[src/hw/rtl/gpr_stack_mem.sv]
// gpr_stack_mem: depth-first search stack of node indices
// synchronous memory with a registered read port, contents undefined until
// written. depends on nothing
module gpr_stack_mem #(
  parameter int NODES = 64,
  parameter int IDX_W = 6
) (
  input  logic             clk,
  input  logic             rd_en,
  input  logic [IDX_W-1:0] rd_addr,
  output logic [IDX_W-1:0] rd_data,
  input  logic             wr_en,
  input  logic [IDX_W-1:0] wr_addr,
  input  logic [IDX_W-1:0] wr_data
);

  logic [IDX_W-1:0] mem [NODES];
  logic [IDX_W-1:0] rd_data_r;

  // single write port, single registered read port
  always_ff @(posedge clk) begin
    if (wr_en) begin
      mem[wr_addr] <= wr_data;
    end
    if (rd_en) begin
      rd_data_r <= mem[rd_addr];
    end
  end

  assign rd_data = rd_data_r;

endmodule

[config.mk]
export PLATFORM = sky130hd
export DESIGN_NAME = gpr_stack_mem
export DESIGN_NICKNAME = d
export VERILOG_FILES = /design/src/hw/rtl/gpr_stack_mem.sv
export SDC_FILE = /design/constraint.sdc
export NUM_CORES = 1
export LEC_CHECK = 0
export ABC_AREA = 1
export ABC_CLOCK_PERIOD_IN_PS = 3300
export BUFFER_PORTS_ARGS = -buffer_cell sky130_fd_sc_hd__buf_2
export CELL_PAD_IN_SITES_DETAIL_PLACEMENT = 1
export CELL_PAD_IN_SITES_GLOBAL_PLACEMENT = 2
export CORE_MARGIN = 3
export CORE_UTILIZATION = 47
export DETAILED_ROUTE_END_ITERATION = 12
export HOLD_SLACK_MARGIN = 0.1
export PLACE_DENSITY_LB_ADDON = 0.1
export SYNTH_ARGS = -nofsm -noshare
export SYNTH_HDL_FRONTEND = slang
export SYNTH_SLANG_ARGS = --single-unit
[constraint.sdc]
create_clock -name clk -period 3.3 [get_ports clk]
set_clock_uncertainty 0.05 [all_clocks]
set_input_delay 0.825 -clock clk [delete_from_list [all_inputs] [get_ports clk]]
set_output_delay 0.825 -clock clk [all_outputs]
set_load 0.005 [all_outputs]
# [After elaboration in Yosys (flattened, before gate mapping)]
# Memories as Yosys holds them, arrays and structs flattened. A register that Yosys moved wholly into a read port is not among the register bits.
# Index checks and enable logic that the tools add are counted.
[classes] mux=2 n_shift=0 addsub=0 n_eq_ne=0 mul=0 order_cmp=0 n_reduce_logical=0 bitwise_logic=0 div=0
[ops] operator="$mux W1" count=2
[totals] in_bits=21 ff_bits=0 output_inout_bits=6 elab_cells=3 latch_bits=0 ramBits=384 rom_bits=0 memories=1
[mem_list] memory="mem" words=64 word_bits=6 rd=1 rd_clocked_by_memory_dff=1 write_ports=1 line="17" rtl="logic [IDX_W-1:0] mem [NODES];"

# [Logic depth before layout (Yosys ltp)]
[logic_depth] depth_word=2 ltp_mapped=11 mapped_depth_nobuf=9

# [Worst setup path before layout]
# OpenSTA, ideal clock, no wires.
[synth_timing] path_kind="input to register" from="input port wr_en" to="memory mem[48][0] (enable)" cell_stages=3 setup_slack_ns=0.856 required_ns=2.864 t_arrival_ns=2.008 path_cell_list="clkbuf_1 > nand4_1 > nor4_1"
[synth_via] elab_chain_len=2
[synth_lines] item="start, declared" line="12" rtl="input logic wr_en,"
[synth_lines] item="$mux W1" line="22" rtl="if (wr_en) begin"
[synth_lines] item="$mux W1 (not written as such)" line="23" rtl="mem[wr_addr] <= wr_data;"
[synth_lines] item="end, declared" line="17"
# No other way between the ends.

==> metrics <==
critical path arrival approximately 2600 ps; Worst Tran Pin Value 771 ps; pin count of the biggest net entering global routing a little under 100; Fmax 453 MHz; unrepaired setup endpoints after global routing false; Pwr Density between 500 and 600 mW/mm²; area share of and/or/nand/nor cells after synthesis 23.7%; Top Layer Used met4; grt ovf 0; share of cells above drive strength 1 10.3%; initial core utilization 48.4%; Worst-path clk slew 60 ps; Cell Area, Placed between 0.015 and 0.02 mm²; Reg-to-Reg Start mem[39][3]; Hold Path Class in -> reg; Final period util 66.9%; setup tns final 0 ps; area share of the largest cell type after synthesis 73.2%; worst vdd ir 0.486 mV; yosys warns 0; Final ANT Viol Nets 0; Post-Synthesis Cells around 1400; outcome finished clean; Worst EP required 3650 ps; Seq pwr share around 52%; CTS Root Cell clkbuf_16; worst hold start rd_en; register area share after synthesis 73.2%; Total GRT Usage 25.1%; R2R setup slack 1760 ps; placed insts 1826; num rows 66; mux contribution to synthesized area 0%; DRC Markers 0; final setup margin 1090 ps; DRT Wirelength 44.8 mm; Post-CTS Resized 0; final hold slack 597 ps; Crit Path Category in -> reg; DR WL met2 21.3 mm; gpl congestion 0.838; postcts setup bufs 0; Fin. Hold Viols 0; Cell Area, Synth 0.0160 mm²; commonest non-fill, non-tap cell in the layout nand2_1; Core Area 0.0330 mm²; post-synthesis xor/xnor area fraction 0%; largest family of logic cells by synthesized area simple AND/OR/NAND/NOR gates; hold-fix buffers at CTS 0; critical path peak fanout 64; largest area contributor in the netlist edfxtp_1; die height between 150 and 200 µm; TritonCTS Buffers 43; Comb pwr share 6.4%; Layout Nets ~1500; DR WL/cell 23.6 µm; Area growth syn-to-layout 13.9%; Compound-Gate Fraction of Synth Area 0%; max-cap violations 0; Metal-1 WL 20.0 mm; P_sw about 2400 µW; #FFs+latches synth 390; Max Slew Vio Count 0; Pleak between 0.006 and 0.007 µW; insertion delay to the later sink of the worst-skew pair 540 ps; IO Count 27; CP startpoint rd_addr[0]; fraction of the mapped netlist area in adder cells 0%; Startpoint Class input port; Mean Syn Cell Area roughly 12 µm²; Die Span X ~190 µm; commonest cells after routing, fill and taps aside 486 x nand2_1, 390 x edfxtp_1, 331 x nand3_1; initial antenna violation count 1; Critical Path End Type flop; top cells by area, synth edfxtp_1 73%, nand2_1 11%, nand3_1 10%; Pint between 8000 and 9000 µW; Setup violations, final 0; Final Critical Period 2210 ps; vias in the first global route 11300; switch share 22.2%; first-pass GRT wire length 68.7 mm; detailed placement HPWL 27.0 mm; met3 wire length 2.17 mm; clock share of power 42.1%; Post-Layout Cell Count ~1900; clock tree buffer depth 3; area of the die 0.0363 mm²; Place WS about 570 ps; clk sinks around 400; Iteration-0 DRC Markers a little under 800; worst rel slew slack 48.5%; # port buffers 26; CTS tree done; H-Tree Depth 2; Synth Net Count about 1400; vias per cell between 5 and 6; vias post-DR ~11000; synth unique cells 13; 1st-pass router iterations 5; design area 0.0182 mm²
[cell type report]
class                           count  area (µm²)
Inverter                           12        51.3
Clock inverter                     18         139
Fill cell                        3462       14800
Tap cell                          442         553
Antenna cell                        1        2.50
Sequential cell                   390       11700
Multi-Input combinational cell    890        3800
Clock buffer                       57        1170
Timing Repair Buffer               92         785
[power by group through the flow]
stage	logic [µW]	registers [µW]	clock network [µW]
floorplan	365	5610	0
global placement	677	5610	0
detailed placement	686	5610	0
CTS	689	5510	4570
global route	755	5510	4770
finish	681	5510	4500
[kinds of logic (layout without fill, tap and decap cells)]
| group | Yosys count | count (layout) |
|---|---|---|
| buffers and inverters | 96 | 179 |
| flip-flops | 390 | 390 |
| other | 0 | 1 |
| AND/OR/NAND/NOR | 890 | 890 |
[flip-flops by register name, summed over array words and instances (netlist names)]
signal / count
rd_data: 6
mem: 384
[final timing paths]
path                                   end  cells after the start
worst max-delay path            rd_data[4]                     11
worst max register to register  rd_data[3]                      8
worst min-delay path            rd_data[1]                      1
worst min register to register  rd_data[2]                      8
[worst max-delay path: stages]
cell	delay, ps
buf_6	100
buf_12	270
buf_4	410
nand2_1	90
nand3_1	140
nand3_1	100
nand2_1	120
nand2_1	80
nand3_1	140
nand3_1	100
nand2_1	90
[stage by stage]
| step | total power, µW | utilization (%) |
|---|---|---|
| floorplan | 5970 | - |
| global placement | 6290 | 51.2 |
| detailed placement | 6300 | 51.2 |
| CTS | 10800 | 55.1 |
| global route | 11000 | 55.1 |
| finish | 10700 | 55.1 |
[cell usage after synthesis, drive strengths merged]
cell    count
buf        69
nor2       56
nand4       9
nor4        8
edfxtp    390
nand2     486
clkbuf     15
nand3     331
inv        12
[metal layers]
layer,GRT usage (%),vias to the layer above
met5,0,-
met4,7.65,0
met3,3.46,80
met2,41.4,250
met1,35.2,5433
li1,-,4946
Power figures use the tool's default switching activity.
